## src/rtl/core/rk4os_pkg.sv

```systemverilog
// ----------------------------------------------------------------------------
// rk4os_pkg: shared types and constants
// Fixed-point formats, channel words, register indexes and the control
// program of the oscillator step core.
// ----------------------------------------------------------------------------
package rk4os_pkg;

  localparam int DATA_W      = 32;
  localparam int FRAC_W      = 24;
  localparam int STEP_SIZE_W = 31;
  localparam int IDX_W       = 3;
  localparam int SUM_W       = DATA_W + 3;
  localparam int PROD_W      = 2 * DATA_W;
  localparam int STEP_W      = 5;

  typedef logic signed [DATA_W-1:0] fix_t;

  localparam logic [IDX_W-1:0] REG_STEP_SIZE        = IDX_W'(0);
  localparam logic [IDX_W-1:0] REG_FINAL_TIME       = IDX_W'(1);
  localparam logic [IDX_W-1:0] REG_INITIAL_TIME     = IDX_W'(2);
  localparam logic [IDX_W-1:0] REG_INITIAL_POSITION = IDX_W'(3);
  localparam logic [IDX_W-1:0] REG_INITIAL_VELOCITY = IDX_W'(4);

  localparam logic [STEP_SIZE_W-1:0] STEP_SIZE_RST = STEP_SIZE_W'(1677722);
  localparam fix_t FINAL_TIME_RST       = DATA_W'(167772160);
  localparam fix_t INITIAL_TIME_RST     = DATA_W'(0);
  localparam fix_t INITIAL_POSITION_RST = DATA_W'(16777216);
  localparam fix_t INITIAL_VELOCITY_RST = DATA_W'(0);

  // Reciprocal of three scaled by 2^DATA_W, rounded up.
  localparam fix_t RECIP_THIRD = 32'h5555_5556;

  typedef struct packed {
    logic restart;
  } cmd_word_t;

  typedef struct packed {
    fix_t time_now;
    fix_t position;
    fix_t velocity;
    logic finished;
    logic overflow;
  } rsp_word_t;

  typedef struct packed {
    logic [IDX_W-1:0]  index;
    logic [DATA_W-1:0] value;
  } cfg_word_t;

  typedef enum logic [3:0] {
    OP_NOP,
    OP_START,
    OP_H6,
    OP_TP,
    OP_TV,
    OP_SLOPE,
    OP_SUMSAT,
    OP_NEWP,
    OP_NEWV,
    OP_OUT
  } op_t;

  typedef enum logic [1:0] {
    MA_HH,
    MA_H,
    MA_H6
  } mul_a_t;

  typedef enum logic [2:0] {
    MB_RECIP,
    MB_KP,
    MB_KV,
    MB_SP,
    MB_SV
  } mul_b_t;

  typedef enum logic [1:0] {
    JC_NONE,
    JC_SKIP,
    JC_HOLD
  } jcond_t;

  typedef struct packed {
    op_t               op;
    mul_a_t            mul_a;
    mul_b_t            mul_b;
    logic              weight2;
    jcond_t            jcond;
    logic [STEP_W-1:0] target;
    logic              last;
  } ctrl_word_t;

  typedef struct packed {
    logic       en;
    ctrl_word_t cw;
  } dp_ctrl_t;

  typedef struct packed {
    logic skip;
    logic hold;
  } seq_status_t;

  localparam logic [STEP_W-1:0] STEP_OUT = STEP_W'(18);

  function automatic ctrl_word_t mk_cw(input op_t op, input mul_a_t ma, input mul_b_t mb,
                                       input logic w2, input jcond_t jc, input logic last);
    ctrl_word_t c;
    c.op      = op;
    c.mul_a   = ma;
    c.mul_b   = mb;
    c.weight2 = w2;
    c.jcond   = jc;
    c.target  = STEP_OUT;
    c.last    = last;
    return c;
  endfunction

  // The product register always holds the result of the previous step's
  // operand selection, so each add step consumes what the step before issued.
  function automatic ctrl_word_t ucode(input logic [STEP_W-1:0] step);
    ctrl_word_t c;
    case (int'(step))
      0:       c = mk_cw(OP_START,  MA_HH, MB_KP,    1'b0, JC_SKIP, 1'b0);
      1:       c = mk_cw(OP_NOP,    MA_HH, MB_RECIP, 1'b0, JC_NONE, 1'b0);
      2:       c = mk_cw(OP_H6,     MA_HH, MB_KP,    1'b0, JC_NONE, 1'b0);
      3:       c = mk_cw(OP_TP,     MA_HH, MB_KV,    1'b0, JC_NONE, 1'b0);
      4:       c = mk_cw(OP_TV,     MA_HH, MB_KP,    1'b0, JC_NONE, 1'b0);
      5:       c = mk_cw(OP_SLOPE,  MA_HH, MB_KP,    1'b1, JC_NONE, 1'b0);
      6:       c = mk_cw(OP_NOP,    MA_HH, MB_KP,    1'b0, JC_NONE, 1'b0);
      7:       c = mk_cw(OP_TP,     MA_HH, MB_KV,    1'b0, JC_NONE, 1'b0);
      8:       c = mk_cw(OP_TV,     MA_H,  MB_KP,    1'b0, JC_NONE, 1'b0);
      9:       c = mk_cw(OP_SLOPE,  MA_H,  MB_KP,    1'b1, JC_NONE, 1'b0);
      10:      c = mk_cw(OP_NOP,    MA_H,  MB_KP,    1'b0, JC_NONE, 1'b0);
      11:      c = mk_cw(OP_TP,     MA_H,  MB_KV,    1'b0, JC_NONE, 1'b0);
      12:      c = mk_cw(OP_TV,     MA_H,  MB_KP,    1'b0, JC_NONE, 1'b0);
      13:      c = mk_cw(OP_SLOPE,  MA_H,  MB_KP,    1'b0, JC_NONE, 1'b0);
      14:      c = mk_cw(OP_SUMSAT, MA_H6, MB_SP,    1'b0, JC_NONE, 1'b0);
      15:      c = mk_cw(OP_NOP,    MA_H6, MB_SP,    1'b0, JC_NONE, 1'b0);
      16:      c = mk_cw(OP_NEWP,   MA_H6, MB_SV,    1'b0, JC_NONE, 1'b0);
      17:      c = mk_cw(OP_NEWV,   MA_H6, MB_SV,    1'b0, JC_NONE, 1'b0);
      18:      c = mk_cw(OP_OUT,    MA_H6, MB_SV,    1'b0, JC_HOLD, 1'b1);
      default: c = mk_cw(OP_NOP,    MA_HH, MB_KP,    1'b0, JC_NONE, 1'b1);
    endcase
    return c;
  endfunction

endpackage

```

## src/rtl/core/rk4os_sequencer.sv

```systemverilog
// ----------------------------------------------------------------------------
// rk4os_sequencer: microprogram sequencer
// Step counter over the control program with skip and hold jumps.
// ----------------------------------------------------------------------------
module rk4os_sequencer (
  input  logic                   clk,
  input  logic                   rst,
  input  logic                   start,
  input  rk4os_pkg::seq_status_t status,
  output rk4os_pkg::dp_ctrl_t    ctrl
);
  import rk4os_pkg::*;

  logic              busy;
  logic              busy_next;
  logic [STEP_W-1:0] step;
  logic [STEP_W-1:0] step_next;
  ctrl_word_t        cw;

  assign cw = ucode(step);

  always_comb begin
    busy_next = busy;
    step_next = step;
    if (busy) begin
      if (cw.jcond == JC_SKIP && status.skip) begin
        step_next = cw.target;
      end else if (cw.jcond == JC_HOLD && status.hold) begin
        step_next = step;
      end else if (cw.last) begin
        busy_next = 1'b0;
      end else begin
        step_next = step + 1'b1;
      end
    end else if (start) begin
      busy_next = 1'b1;
      step_next = '0;
    end
  end

  always_ff @(posedge clk) begin
    if (rst) begin
      busy <= 1'b0;
      step <= '0;
    end else begin
      busy <= busy_next;
      step <= step_next;
    end
  end

  assign ctrl.en = busy;
  assign ctrl.cw = cw;

endmodule

```

## config.mk

```make
export PLATFORM = sky130hd
export DESIGN_NAME = rk4os_sequencer
export DESIGN_NICKNAME = d
export VERILOG_FILES = /design/src/rtl/core/rk4os_pkg.sv /design/src/rtl/core/rk4os_sequencer.sv
export SDC_FILE = /design/constraint.sdc
export NUM_CORES = 1
export LEC_CHECK = 0
export BUFFER_PORTS_ARGS = -buffer_cell sky130_fd_sc_hd__buf_4
export CAP_MARGIN = 10
export CORE_MARGIN = 8
export CORE_UTILIZATION = 54
export CTS_CLUSTER_DIAMETER = 200
export CTS_CLUSTER_SIZE = 16
export DETAILED_ROUTE_END_ITERATION = 6
export HOLD_SLACK_MARGIN = 0.1
export PLACE_DENSITY = 0.78
export SLEW_MARGIN = 15
export SYNTH_ARGS = -nofsm -noshare
export SYNTH_HDL_FRONTEND = slang
export SYNTH_SLANG_ARGS = --single-unit
```

## constraint.sdc

```tcl
create_clock -name clk -period 3.95 [get_ports clk]
set_input_delay 0.395 -clock clk [delete_from_list [all_inputs] [get_ports clk]]
set_output_delay 0.395 -clock clk [all_outputs]
set_load 0.05 [all_outputs]
```

# After elaboration in Yosys (flattened, before gate mapping)
# Memories as Yosys holds them, arrays and structs flattened. A register that Yosys moved wholly into a read port is not among the register bits.
# Cells that the tools add are included.
# word_totals
regBits,6
rom_bits,416
inputBits,5
output_inout_bits,19
word_cells,24
mem_count,1
# op_classes
add_sub_neg,1
eq_ne,4
muxes,12
n_reduce_logical,4
# memory_table
name,words,width,read_ports,rd_clocked_by_memory_dff,wr,line_no,rtl
(name not given),32,13,1,1,0,rk4os_pkg.sv:122,case (int'(step))
# op_table
operator,count
2-to-1 mux 5 bit,7
"adder 5 x 1 -> 5 bit, second input constant",1
2-to-1 mux 1 bit,5
"inequality test 3 x 2 -> 1 bit, second input constant",1
"inequality test 3 bit, second input constant",1
AND reduction 3 bit,1
"== test 2 x 1 -> 1 bit, second input constant",1
"== test 2 bit, second input constant",1
logical AND 1 bit,2
nonzero test 2 bit,1

# Logic depth before layout (Yosys ltp)
# logic_depth
depth_word,7
ltp_mapped,11
mapped_depth_nobuf,10

# Least setup slack after synthesis
# Ideal clock, no wire load.
# synth_timing
path_kind,register -> register
from,"register, netlist name cw[0]"
to,"register, netlist name cw[9]"
setup_time_ps,103
t_arrival_ps,2490
t_required_ps,3847
path_slack_ps,1357
path_stages_with_launch,9
n_path_buf,0
period_less_slack_ps,2593
cell_sequence,dfxtp_1 o21ai_2 a311oi_4 a22oi_1 nor2_1 ha_1 nor2_1 a32o_1 a222oi_1
# synth_via
elab_chain_cells,4
# synth_rtl
item
inequality test 3 x 2 -> 1 bit (no source line)
AND reduction 3 bit (no source line)
2-to-1 mux 5 bit (no source line) (2 in a row)
# No other way between the ends.
# A chain may end at the register's enable or synchronous reset.

# Worst setup path in the final report
# layout_timing
from,register busy
to,"register, netlist name cw[16]"
# layout_via
elab_chain_cells,4
elab_cells_between_ends,7
cone_classes,2 x eq/ne; 3 x mux; 2 x reduce/logical
# layout_rtl
item,line_no,rtl
from (decl),rk4os_sequencer.sv:14,logic busy;
from (signal assigned),rk4os_sequencer.sv:46,busy <= busy_next;
inequality test 3 bit (no source line) (tied with other cells),n/a,
AND reduction 3 bit (no source line),n/a,
2-to-1 mux 5 bit (no source line) (*) (2 in a row),n/a,
# Every way passes the cells marked *; elsewhere a longest branch is shown, timed or not.

==> flow_summary.yaml <==
status:
  outcome: "finished clean"
floorplanning:
  num_rows: 16
  coreArea_um2: 1940
  die_x_um: 61.1
  design.die.area_um2: 3730
  die-height_um: 61.1
  start_util_pct: 56.6
  ioPinCount: 24
sta:
  fin_setup_tns_ns: 0
  period_share_pct: 71.9
  drv_slew: 0
  fin_worst_skew_ns: 0.00145
  worst_slack_ns: 1.11
  max_slew.worst_pin.slew_ns: 0.627
  slew_headroom_pct: 58.2
  final_hold_viol_count: 0
  rsz0062_at_grt: "no"
  fmax_mhz: 352
  finalSetupViolations: 0
  period_needed_ns: 2.84
clock_tree:
  cts.reportedPaths.clkPinSlew_ns: 0.11
  insertion_delay_ns: 0.30
  cts_tree: "built"
  clk_path_buf_depth: 2
  cts_buffers: 3
  hold_buffers: 0
  htree_levels: 1
  post_cts_buffers: 0
  clock-sinks: 19
  cts_root_buf: "clkbuf_4"
  ctsResizeCount: 0
yosys:
  netlist_area_um2: 1100
  syn_inst: 124
  yosysSeqAreaShare_pct: 34.6
  synthArstFlopShare_pct: 0
  avgSynthCellArea_um2: 8.86
  synth_edf_count: 0
  synth_warnings: 0
  ys_ff_latch: 19
  ys_dominant_reg_cell: "dfxtp_1"
  ys_types: 50
grt:
  grt.overflow.total: 0
  grt_pass1_wl_um: 3930
  antenna_found_initial: 0
  grt_max_degree: 18
  track_usage_pct: 13.7
  grt_pass1_vias: 896
final_layout:
  area_delta_synth_final_pct: 13.0
  diodes: 0
  final_nets: 151
  layout_common_cells: "dfxtp_1 (19), buf_4 (18), nor2_1 (13), inv_1 (8)"
  mostFrequentLayoutCell: "dfxtp_1"
  fillers: 177
  layout-drive-gt1-share_pct: 23.0
  stdcell_area_um2: 1240
pwr:
  power_density_nw_per_um2: 343
  max-vdd-ir-drop_mv: 0.262
  p_leak_nw: 0.536
worst_hold_path:
  hold_path_class: "in -> reg"
setup_path:
  worst_setup_path_start_kind: "flop"
  required_ns: 4.17
  critPathArrivalTime_ns: 3.06
  cp_max_fo: 9
  critPathCaptureType: "flop"
  criticalPathCategory: "reg -> reg"
place:
  io_buffer_count: 18
  place_hpwl_um: 1880
  post-place-ws_ns: 1.15
  place_area_um2: 1210
  place.gp.congestion: 0.946
flow_run:
  drv_cap: 0
routing:
  drcViolationCount: 0
  vias: 959
  drtPass1Iterations: 4
  wl_per_cell_um: 14.6
  drt_iter0_markers: 33
  vias_per_cell: 5.78
  totalWireLength_um: 2420
  ant_nets: 0
layer usage:
| layer | part of all wire, % | GRT usage [%] |
|---|---|---|
| met1 | 42 | 17.1 |
| met2 | 52 | 22.4 |
| met3 | 5.6 | 2.92 |
| met4 | 0.66 | 4.65 |
| met5 | 0 | 0 |
report_power, final:
part / internal, mW / switching (mW) / leakage (nW)
Clock: 0.0378 / 0.0616 / 0.0177
Sequential: 0.202 / 0.00941 / 0.155
Combinational: 0.0354 / 0.0794 / 0.363
Total: 0.275 / 0.150 / 0.536
path summary, 6_finish.rpt:
kind / start / to / slack (ns) / cells past startpoint
hold reg to reg: step[3] / step[3] / 0.71 / 2
setup / recovery: busy / cw[16] / 1.11 / 8
hold / removal: rst / cw[13] / 0.39 / 2
setup reg to reg: busy / cw[16] / 1.11 / 8
critical path: stages, from the launching register on:
cell and delay [ns]:
dfxtp_1 0.55, inv_1 0.14, a211oi_2 0.23, a311oi_4 0.09, a22oi_1 0.57, nor2_1 0.24
ha_1 0.31, or3_1 0.37, a311oi_1 0.25
synth_stat cells (3+ instances only):
cell	instances	area, um^2
dfxtp_1	19	380
and2_1	3	18.8
o21a_1	3	22.5
or3_1	3	18.8
o21ai_0	4	20.0
a21oi_1	6	30.0
inv_1	8	30.0
nand2_1	5	18.8
nor2_1	13	48.8
nand3_1	3	15.0
ha_1	6	75.1
buf_4	7	52.6
kinds of logic (layout without fill, tap and decap cells):
logic type,after synthesis,after routing,share of synthesized area [%]
DFF,19,19,34.6
buffers and inverters,18,30,8.66
and+or+nand+nor,43,43,22.4
xor gates and xnor gates,2,2,2.28
other,2,5,0.684
AOI/OAI and AO/OA,34,34,24.5
adders and majority gates,6,6,6.83
area by class of cell:
cell class                 count  area, um^2  area share (%)
clock buffer                   3        22.5            1.81
clock inverter                 1        5.00           0.403
inverter                       8        30.0            2.42
multi-input combinational     90         634            51.1
sequential                    19         380            30.6
tap                           27        33.8            2.72
timing repair buffer          18         135            10.9
through the flow:
step | hold slack [ns] | total power [mW] | util (%) | std cells
2_1_floorplan | 0.590 | 0.308 | - | 127
3_3_place_gp | 0.658 | 0.329 | 62.5 | 162
3_5_place_dp | 0.668 | 0.331 | 62.5 | 162
4_1_cts | 0.379 | 0.429 | 63.9 | 166
5_1_grt | 0.388 | 0.445 | 63.9 | 166
6_report | 0.386 | 0.426 | 63.9 | 166
flip-flops by register name, summed over array words and instances, names as in the netlist:
register  flops
busy          1
cw           13
step          5
Note: power is estimated with default switching activity, not from simulation.
