$ cat src/rtl/core/rk4os_pkg.sv
// ----------------------------------------------------------------------------
// rk4os_pkg: shared types and constants
// Fixed-point formats, channel words, register indexes and the control
// program of the oscillator step core.
// ----------------------------------------------------------------------------
package rk4os_pkg;

  localparam int DATA_W      = 32;
  localparam int FRAC_W      = 24;
  localparam int STEP_SIZE_W = 31;
  localparam int IDX_W       = 3;
  localparam int SUM_W       = DATA_W + 3;
  localparam int PROD_W      = 2 * DATA_W;
  localparam int STEP_W      = 5;

  typedef logic signed [DATA_W-1:0] fix_t;

  localparam logic [IDX_W-1:0] REG_STEP_SIZE        = IDX_W'(0);
  localparam logic [IDX_W-1:0] REG_FINAL_TIME       = IDX_W'(1);
  localparam logic [IDX_W-1:0] REG_INITIAL_TIME     = IDX_W'(2);
  localparam logic [IDX_W-1:0] REG_INITIAL_POSITION = IDX_W'(3);
  localparam logic [IDX_W-1:0] REG_INITIAL_VELOCITY = IDX_W'(4);

  localparam logic [STEP_SIZE_W-1:0] STEP_SIZE_RST = STEP_SIZE_W'(1677722);
  localparam fix_t FINAL_TIME_RST       = DATA_W'(167772160);
  localparam fix_t INITIAL_TIME_RST     = DATA_W'(0);
  localparam fix_t INITIAL_POSITION_RST = DATA_W'(16777216);
  localparam fix_t INITIAL_VELOCITY_RST = DATA_W'(0);

  // Reciprocal of three scaled by 2^DATA_W, rounded up.
  localparam fix_t RECIP_THIRD = 32'h5555_5556;

  typedef struct packed {
    logic restart;
  } cmd_word_t;

  typedef struct packed {
    fix_t time_now;
    fix_t position;
    fix_t velocity;
    logic finished;
    logic overflow;
  } rsp_word_t;

  typedef struct packed {
    logic [IDX_W-1:0]  index;
    logic [DATA_W-1:0] value;
  } cfg_word_t;

  typedef enum logic [3:0] {
    OP_NOP,
    OP_START,
    OP_H6,
    OP_TP,
    OP_TV,
    OP_SLOPE,
    OP_SUMSAT,
    OP_NEWP,
    OP_NEWV,
    OP_OUT
  } op_t;

  typedef enum logic [1:0] {
    MA_HH,
    MA_H,
    MA_H6
  } mul_a_t;

  typedef enum logic [2:0] {
    MB_RECIP,
    MB_KP,
    MB_KV,
    MB_SP,
    MB_SV
  } mul_b_t;

  typedef enum logic [1:0] {
    JC_NONE,
    JC_SKIP,
    JC_HOLD
  } jcond_t;

  typedef struct packed {
    op_t               op;
    mul_a_t            mul_a;
    mul_b_t            mul_b;
    logic              weight2;
    jcond_t            jcond;
    logic [STEP_W-1:0] target;
    logic              last;
  } ctrl_word_t;

  typedef struct packed {
    logic       en;
    ctrl_word_t cw;
  } dp_ctrl_t;

  typedef struct packed {
    logic skip;
    logic hold;
  } seq_status_t;

  localparam logic [STEP_W-1:0] STEP_OUT = STEP_W'(18);

  function automatic ctrl_word_t mk_cw(input op_t op, input mul_a_t ma, input mul_b_t mb,
                                       input logic w2, input jcond_t jc, input logic last);
    ctrl_word_t c;
    c.op      = op;
    c.mul_a   = ma;
    c.mul_b   = mb;
    c.weight2 = w2;
    c.jcond   = jc;
    c.target  = STEP_OUT;
    c.last    = last;
    return c;
  endfunction

  // The product register always holds the result of the previous step's
  // operand selection, so each add step consumes what the step before issued.
  function automatic ctrl_word_t ucode(input logic [STEP_W-1:0] step);
    ctrl_word_t c;
    case (int'(step))
      0:       c = mk_cw(OP_START,  MA_HH, MB_KP,    1'b0, JC_SKIP, 1'b0);
      1:       c = mk_cw(OP_NOP,    MA_HH, MB_RECIP, 1'b0, JC_NONE, 1'b0);
      2:       c = mk_cw(OP_H6,     MA_HH, MB_KP,    1'b0, JC_NONE, 1'b0);
      3:       c = mk_cw(OP_TP,     MA_HH, MB_KV,    1'b0, JC_NONE, 1'b0);
      4:       c = mk_cw(OP_TV,     MA_HH, MB_KP,    1'b0, JC_NONE, 1'b0);
      5:       c = mk_cw(OP_SLOPE,  MA_HH, MB_KP,    1'b1, JC_NONE, 1'b0);
      6:       c = mk_cw(OP_NOP,    MA_HH, MB_KP,    1'b0, JC_NONE, 1'b0);
      7:       c = mk_cw(OP_TP,     MA_HH, MB_KV,    1'b0, JC_NONE, 1'b0);
      8:       c = mk_cw(OP_TV,     MA_H,  MB_KP,    1'b0, JC_NONE, 1'b0);
      9:       c = mk_cw(OP_SLOPE,  MA_H,  MB_KP,    1'b1, JC_NONE, 1'b0);
      10:      c = mk_cw(OP_NOP,    MA_H,  MB_KP,    1'b0, JC_NONE, 1'b0);
      11:      c = mk_cw(OP_TP,     MA_H,  MB_KV,    1'b0, JC_NONE, 1'b0);
      12:      c = mk_cw(OP_TV,     MA_H,  MB_KP,    1'b0, JC_NONE, 1'b0);
      13:      c = mk_cw(OP_SLOPE,  MA_H,  MB_KP,    1'b0, JC_NONE, 1'b0);
      14:      c = mk_cw(OP_SUMSAT, MA_H6, MB_SP,    1'b0, JC_NONE, 1'b0);
      15:      c = mk_cw(OP_NOP,    MA_H6, MB_SP,    1'b0, JC_NONE, 1'b0);
      16:      c = mk_cw(OP_NEWP,   MA_H6, MB_SV,    1'b0, JC_NONE, 1'b0);
      17:      c = mk_cw(OP_NEWV,   MA_H6, MB_SV,    1'b0, JC_NONE, 1'b0);
      18:      c = mk_cw(OP_OUT,    MA_H6, MB_SV,    1'b0, JC_HOLD, 1'b1);
      default: c = mk_cw(OP_NOP,    MA_HH, MB_KP,    1'b0, JC_NONE, 1'b1);
    endcase
    return c;
  endfunction

endpackage

$ cat src/rtl/core/rk4os_datapath.sv
// ----------------------------------------------------------------------------
// rk4os_datapath: state registers, shared multiplier and saturating adders
// Executes one control word per cycle on the oscillator state.
// ----------------------------------------------------------------------------
module rk4os_datapath (
  input  logic                                   clk,
  input  logic                                   rst,
  input  logic                                   load,
  input  logic                                   restart,
  input  logic [rk4os_pkg::STEP_SIZE_W-1:0]      step_size,
  input  rk4os_pkg::fix_t                        final_time,
  input  rk4os_pkg::fix_t                        initial_time,
  input  rk4os_pkg::fix_t                        initial_position,
  input  rk4os_pkg::fix_t                        initial_velocity,
  input  rk4os_pkg::dp_ctrl_t                    ctrl,
  output rk4os_pkg::fix_t                        time_now,
  output rk4os_pkg::fix_t                        position,
  output rk4os_pkg::fix_t                        velocity,
  output logic                                   finished,
  output logic                                   overflow,
  output logic                                   skip
);
  import rk4os_pkg::*;

  typedef struct packed {
    fix_t v;
    logic of;
  } sat_t;

  localparam fix_t FIX_MAX = {1'b0, {(DATA_W-1){1'b1}}};
  localparam fix_t FIX_MIN = {1'b1, {(DATA_W-1){1'b0}}};
  localparam logic signed [PROD_W-1:0] HALF_LSB = PROD_W'(1) << (FRAC_W - 1);

  function automatic sat_t sat_add(input fix_t a, input fix_t b);
    logic signed [DATA_W:0] s;
    sat_t r;
    s = {a[DATA_W-1], a} + {b[DATA_W-1], b};
    r.of = s[DATA_W] != s[DATA_W-1];
    r.v  = r.of ? (s[DATA_W] ? FIX_MIN : FIX_MAX) : s[DATA_W-1:0];
    return r;
  endfunction

  function automatic sat_t sat_neg(input fix_t a);
    sat_t r;
    r.of = a == FIX_MIN;
    r.v  = r.of ? FIX_MAX : -a;
    return r;
  endfunction

  function automatic sat_t round_sat(input logic signed [PROD_W-1:0] p);
    logic signed [PROD_W-1:0] q;
    logic [PROD_W-FRAC_W-DATA_W:0] top;
    sat_t r;
    q    = p + HALF_LSB;
    top  = q[PROD_W-1:FRAC_W+DATA_W-1];
    r.of = !((&top) || !(|top));
    r.v  = r.of ? (q[PROD_W-1] ? FIX_MIN : FIX_MAX) : q[FRAC_W+DATA_W-1:FRAC_W];
    return r;
  endfunction

  function automatic sat_t sum_sat(input logic signed [SUM_W-1:0] s);
    logic [SUM_W-DATA_W:0] top;
    sat_t r;
    top  = s[SUM_W-1:DATA_W-1];
    r.of = !((&top) || !(|top));
    r.v  = r.of ? (s[SUM_W-1] ? FIX_MIN : FIX_MAX) : s[DATA_W-1:0];
    return r;
  endfunction

  fix_t                       pos_reg;
  fix_t                       vel_reg;
  fix_t                       time_reg;
  fix_t                       kp;
  fix_t                       kv;
  fix_t                       tp;
  logic [STEP_SIZE_W-1:0]     h;
  logic [STEP_SIZE_W-3:0]     h6;
  logic signed [SUM_W-1:0]    sp;
  logic signed [SUM_W-1:0]    sv;
  logic signed [PROD_W-1:0]   prod;
  logic                       restart_q;
  logic                       ov;

  logic signed [DATA_W:0]     rem;
  logic [STEP_SIZE_W-1:0]     h_new;
  fix_t                       mul_a;
  fix_t                       mul_b;
  sat_t                       rnd;
  sat_t                       add_p;
  sat_t                       add_v;
  sat_t                       neg_p;
  sat_t                       neg_tp;
  sat_t                       sum_p;
  sat_t                       sum_v;
  logic signed [SUM_W-1:0]    kp_w;
  logic signed [SUM_W-1:0]    kv_w;

  assign finished = time_reg >= final_time;
  assign skip     = restart_q || finished;

  assign rem   = {final_time[DATA_W-1], final_time} - {time_reg[DATA_W-1], time_reg};
  assign h_new = ($signed({2'b00, step_size}) < rem) ? step_size : rem[STEP_SIZE_W-1:0];

  always_comb begin
    case (ctrl.cw.mul_a)
      MA_HH:   mul_a = {2'b00, h[STEP_SIZE_W-1:1]};
      MA_H:    mul_a = {1'b0, h};
      MA_H6:   mul_a = {3'b000, h6};
      default: mul_a = '0;
    endcase
    case (ctrl.cw.mul_b)
      MB_RECIP: mul_b = RECIP_THIRD;
      MB_KP:    mul_b = kp;
      MB_KV:    mul_b = kv;
      MB_SP:    mul_b = sp[DATA_W-1:0];
      MB_SV:    mul_b = sv[DATA_W-1:0];
      default:  mul_b = '0;
    endcase
  end

  assign rnd    = round_sat(prod);
  assign add_p  = sat_add(pos_reg, rnd.v);
  assign add_v  = sat_add(vel_reg, rnd.v);
  assign neg_p  = sat_neg(pos_reg);
  assign neg_tp = sat_neg(tp);
  assign sum_p  = sum_sat(sp);
  assign sum_v  = sum_sat(sv);
  assign kp_w   = ctrl.cw.weight2 ? (SUM_W'(kp) <<< 1) : SUM_W'(kp);
  assign kv_w   = ctrl.cw.weight2 ? (SUM_W'(kv) <<< 1) : SUM_W'(kv);

  always_ff @(posedge clk) begin
    prod <= PROD_W'(mul_a) * PROD_W'(mul_b);
    if (load) begin
      restart_q <= restart;
    end
    if (rst) begin
      pos_reg  <= '0;
      vel_reg  <= '0;
      time_reg <= '0;
      ov       <= 1'b0;
    end else if (ctrl.en) begin
      unique case (ctrl.cw.op) inside
        OP_START: begin
          if (restart_q) begin
            ov       <= 1'b0;
            time_reg <= initial_time;
            pos_reg  <= initial_position;
            vel_reg  <= initial_velocity;
          end else if (!finished) begin
            h  <= h_new;
            kp <= vel_reg;
            kv <= neg_p.v;
            sp <= SUM_W'(vel_reg);
            sv <= SUM_W'(neg_p.v);
            ov <= neg_p.of;
          end else begin
            ov <= 1'b0;
          end
        end
        OP_H6: begin
          h6 <= prod[DATA_W +: STEP_SIZE_W-2];
        end
        OP_TP: begin
          tp <= add_p.v;
          ov <= ov | rnd.of | add_p.of;
        end
        OP_TV: begin
          kp <= add_v.v;
          kv <= neg_tp.v;
          ov <= ov | rnd.of | add_v.of | neg_tp.of;
        end
        OP_SLOPE: begin
          sp <= sp + kp_w;
          sv <= sv + kv_w;
        end
        OP_SUMSAT: begin
          sp <= SUM_W'(sum_p.v);
          sv <= SUM_W'(sum_v.v);
          ov <= ov | sum_p.of | sum_v.of;
        end
        OP_NEWP: begin
          pos_reg <= add_p.v;
          ov      <= ov | rnd.of | add_p.of;
        end
        OP_NEWV: begin
          vel_reg  <= add_v.v;
          time_reg <= time_reg + $signed({1'b0, h});
          ov       <= ov | rnd.of | add_v.of;
        end
        OP_NOP, OP_OUT: begin
        end
        default: begin
        end
      endcase
    end
  end

  assign time_now = time_reg;
  assign position = pos_reg;
  assign velocity = vel_reg;
  assign overflow = ov;

endmodule

$ cat config.mk
export PLATFORM = sky130hd
export DESIGN_NAME = rk4os_datapath
export DESIGN_NICKNAME = d
export VERILOG_FILES = /design/src/rtl/core/rk4os_pkg.sv /design/src/rtl/core/rk4os_datapath.sv
export SDC_FILE = /design/constraint.sdc
export NUM_CORES = 2
export LEC_CHECK = 0
export BUFFER_PORTS_ARGS = -buffer_cell sky130_fd_sc_hd__buf_2
export CORE_AREA = 2 2 293 353
export DETAILED_ROUTE_END_ITERATION = 7
export DIE_AREA = 0 0 295 355
export GPL_TIMING_DRIVEN = 0
export PLACE_DENSITY = 0.78
export SYNTH_ARGS = -nofsm -noshare
export SYNTH_HDL_FRONTEND = slang
export SYNTH_SLANG_ARGS = --single-unit
$ cat constraint.sdc
create_clock -name clk -period 21.2 [get_ports clk]
set_input_delay 5.3 -clock clk [delete_from_list [all_inputs] [get_ports clk]]
set_output_delay 5.3 -clock clk [all_outputs]
set_load 0.02 [all_outputs]
Word level (Yosys, flattened, before mapping)
Cells that the tools add are included.

Magnitude comparators: 2. Equality and inequality tests: 23. Divide/modulo/power cells: 0. Add/sub/neg operators: 9. Shifts and indexed selects: 0. Bitwise logic cells: 9. Reduce and logical (&&, ||, !) cells: 34. $mul: 1. Mux-type cells: 38.

Operator list (number): two-way mux 32 bit (21); one-hot mux 32 bit (2 select lines) (5); one-hot mux 35 bit (3 select lines) (2); one-hot mux 32 bit (5 select lines) (1); two-way mux 35 bit (4); one-hot mux 31 bit (3 select lines) (1); adder 35 x 33 -> 35 bit (2); adder 32 x 32 -> 33 bit (2); adder 64 x 25 -> 64 bit (second input constant) (1); equality test 32 bit (second input constant) (2); multiplier 32 x 32 -> 64 bit (1); negator 32 bit (2); less-than comparator 32 x 33 -> 1 bit (1); subtractor 32 x 32 -> 33 bit (1); adder 32 bit (1); >= comparator 32 bit (1); two-way mux 31 bit (1); equality test 4 x 3 -> 1 bit (second input constant) (4); AND reduction 5 bit (3); AND reduction 3 bit (4); AND reduction 6 bit (2); inequality test 2 bit (second input constant) (5); AND reduction 9 bit (1); OR reduction 9 bit (1); other kinds (24) (47).

Memory bits (read-only): 0. Latch bits: 0. Flip-flop bits (word level): 388. Memories kept: 0. Bits in writable memories: 0. Input bits: 182.

Logic depth before layout (Yosys ltp)
Word-level depth: 10. Mapped depth: 36.

Worst setup path before layout
Ideal clock, no wire load.

Kind: input-to-reg. From: input port ctrl[12] (netlist bit). To: register prod[57]. Path buffers: 4. Arrival: 13.859 ns. Required time: 21.128 ns. Library setup time: 0.072 ns. Cell stages on the path: 31. Setup slack: 7.269 ns. Path through: buf_4 clkbuf_1 clkbuf_1 mux2i_1 o21a_1 clkbuf_1 nor2_1 fa_1 fa_1 inv_1 fa_1 fa_1 inv_1 fa_1 inv_1 fa_1 inv_1 fa_1 fa_1 ha_1 a21oi_1 o21ai_0 o311ai_0 a211o_1 a31oi_1 o31a_1 a311o_1 o31a_1 and3b_1 a2111oi_4 xnor2_1.

Word-level cells in the longest chain between the ends: 3.

RTL lines: start, declared (RTL line rk4os_datapath.sv:15) `input rk4os_pkg::dp_ctrl_t ctrl,`; equality test 2 bit, or another cell as far along (RTL line rk4os_datapath.sv:105) `case (ctrl.cw.mul_a)`; one-hot mux 31 bit (3 select lines) * (RTL line rk4os_datapath.sv:105); multiplier 32 x 32 -> 64 bit * (RTL line rk4os_datapath.sv:132) `prod <= PROD_W'(mul_a) * PROD_W'(mul_b);`; end signal, assigned (RTL line rk4os_datapath.sv:132); end, declared (RTL line rk4os_datapath.sv:80) `logic signed [PROD_W-1:0] prod;`.

Mark *: on every way between the ends. The rest lies on a longest branch, timed or not. A chain may end at the register's enable or synchronous reset.

Worst setup path in the final report
From: input port ctrl[10] (netlist bit). To: register prod[62].

Word-level cells in the longest chain between the ends: 3.

RTL lines: equality test 3 bit, or another cell as far along (RTL line rk4os_datapath.sv:111) `case (ctrl.cw.mul_b)`; one-hot mux 32 bit (5 select lines) * (RTL line rk4os_datapath.sv:111); multiplier 32 x 32 -> 64 bit * (RTL line rk4os_datapath.sv:132).

Marks and branches as above.

==> flow_summary.toml <==
[global_routing]
overflow = 0
top_usage_layer = "met2"
use_met2_pct = 69.5
grt_max_degree = 34
grt_use_met3_pct = 8.96
grt_pass1_vias = 54500
grt_pass1_wl_um = 344000
antenna_found_initial = 6
grtUsageTotal_pct = 44.9
use_met1_pct = 54.3

[final_layout]
layout.cells.non_filler = 8681
drive_gt1_share_pct = 6.50
final_util_pct = 64.3
num-nets-final = 8859
area_growth_pct = 7.71

[synth]
synth_fp_nets = 8531
synthArstFlopShare_pct = 0
synthFlopType = "edfxtp_1"
ys.warnings.count = 0
syn_inst = 6956
synth_edf_count = 227
syn-cell-area_um2 = 60300
yosysSeqAreaShare_pct = 15.9
synth.distinct_cells = 90
ys_ff_latch = 365
syn_avg_cell_area_um2 = 8.67

[clocking]
post_cts_buffers = 0
cts-hold-fix-buffers = 0
insertion_delay_ps = 600
clkSinkCount = 365
clockBufferDepth = 3
numCtsBuffers = 38
ctsResizeCount = 0
cts_tree = "built"
cts_root_buf = "clkbuf_16"
cts_max_level = 2
clk_pin_slew_ps = 60

[timing]
grt_setup_unrepaired = "no"
period_needed_ps = 16850
hold_viol = 0
tightest_slew_ps = 1570
slew_headroom_pct = -4.37
fmax_mhz = 59.4
finalMaxSlewViolations = 26
finalSetupViolCount = 0
fin_crit_sh_pct = 79.5
skew_ps = 45.8
finalWorstSetupSlack_ps = 4350
setup_tns_ps = 0

[drt]
vias = 54400
postRouteWirelength_um = 234000
post_drt_wl_per_cell_um = 27.0
drtAntennaViolNets = 0
drc = 0
viasPerCell = 6.27
drt-initial-drc-count = 6175
first_pass_iters = 6

[pwr]
p_per_area_nw_per_um2 = 125
p_leak_uw = 0.0307
vdd_ir_drop_max_uv = 196

[placed_design]
port_buffers = 266
dp_slack_ps = 4170
routabilityCongestion = 1.08
dp.cells = 8607
dp_hpwl_um = 197000

[worst_setup_path]
cp.arrival_ps = 17290
cp_num_buf_inv = 6
crit_type = "input port to flop"
cpMaxStageDelayCell = "clkbuf_1"
end_kind = "flop"
max_stage_delay_ps = 910
required_ps = 21640
path_common_cell = "fa_1"
critPathLaunchType = "input port"
crit_family = "compound AO/OA/AOI/OAI gates"
critPathMaxFanout = 10

[floorplan]
die_w_um = 295
start_util_pct = 59.7
die_h_um = 355
coreArea_um2 = 101000
io_pins = 281
die-area_um2 = 105000
rows = 128

[status]
status = "complete, but fails checks"
violations = "capacitance limit, slew limit"

[hold_path]
hold_path.class = "flop to flop"

[run]
maxCapViolCount = 3
[synthesized netlist by cell type (41+ instances only)]
cell         n  area [µm²]
nand3_1     63         315
edfxtp_1   227        6820
nand2b_1    51         319
o21bai_1    43         323
o21ai_0    288        1440
inv_1     1022        3840
a31oi_1     45         282
xor2_1     121        1060
mux2_2      49         552
fa_1       872       17500
maj3_1      41         410
xnor2_1    166        1450
a21oi_1    415        2080
nor2_1     820        3080
nand2_1    739        2770
o21a_1      61         458
nor3_1      95         475
mux2i_1    100        1000
dfxtp_1    138        2760
ha_1       521        6520
clkbuf_1   300        1130
a21o_1     146        1100
a211oi_1    51         383
[final timing paths]
kind,start,endpoint,slack [ps],cells after the start
worst max-delay path,ctrl[10],prod[62],4350,30
worst min-delay path,prod[37],h6[5],500,0
worst max register to register,kp[15],prod[62],9890,29
worst min register to register,prod[37],h6[5],500,0
[per-layer routing]
| metal | share of wire [%] | vias to the layer above |
|---|---|---|
| li1 | - | 23600 |
| met1 | 35 | 26500 |
| met2 | 44 | 3413 |
| met3 | 10 | 953 |
| met4 | 10 | 6 |
| met5 | 0.018 | - |
[per-stage QoR]
stage               instance area, µm²  hold slack, ps  power (µW)
finish                           64900             499        8110
global route                     64900             500        8670
CTS                              64900             486        7900
detailed placement               63600             458        7080
global placement                 63300             479        7070
floorplan                        60300             406        5130
[cells in the final DEF (no fill, tap or decap), drive strengths merged, types with 28 or more instances in the layout]
cell	count
a21oi	416
nor2	820
nand3	63
dfxtp	138
xor2	121
mux2i	100
o21bai	43
nor3	96
clkbuf	349
nor2b	37
o211ai	37
edfxtp	227
mux2	49
o21ai	303
and2	28
and3	40
fa	872
nand2	739
nand4	40
maj3	41
o21a	61
ha	521
nand2b	51
a211oi	51
a21o	146
buf	323
inv	1026
xnor2	166
a31oi	45
[flip-flops by register name, summed over array words and instances, names as in the netlist]
name,cells
time_now,32
kv,32
sp,35
overflow,1
kp,32
restart_q,1
position,32
tp,32
sv,35
velocity,32
h6,29
prod,41
h,31
[power breakdown]
part	switching [µW]	total, µW	internal, µW
sequential	93.9	990	896
combinational	3960	6410	2450
clock	314	714	400
[cells by family after synthesis]
| kind of cell | share of synthesized area, % |
|---|---|
| compound gates | 14.0 |
| xor+xnor | 4.17 |
| fa+ha+maj | 40.4 |
| buf+inv | 8.50 |
| flops | 15.9 |
| mux | 2.58 |
| simple gates | 14.5 |
[final cells by class]
class / instances / area [µm²]
Antenna cell: 4 / 10.0
Buffer: 335 / 1280
Clock buffer: 49 / 1040
Clock inverter: 19 / 225
Fill cell: 8890 / 36100
Inverter: 1024 / 3840
Multi-Input combinational cell: 5232 / 45700
Sequential cell: 365 / 9580
Tap cell: 1365 / 1710
Timing Repair Buffer: 288 / 1550
No activity file was read; power rests on OpenSTA's default activity.
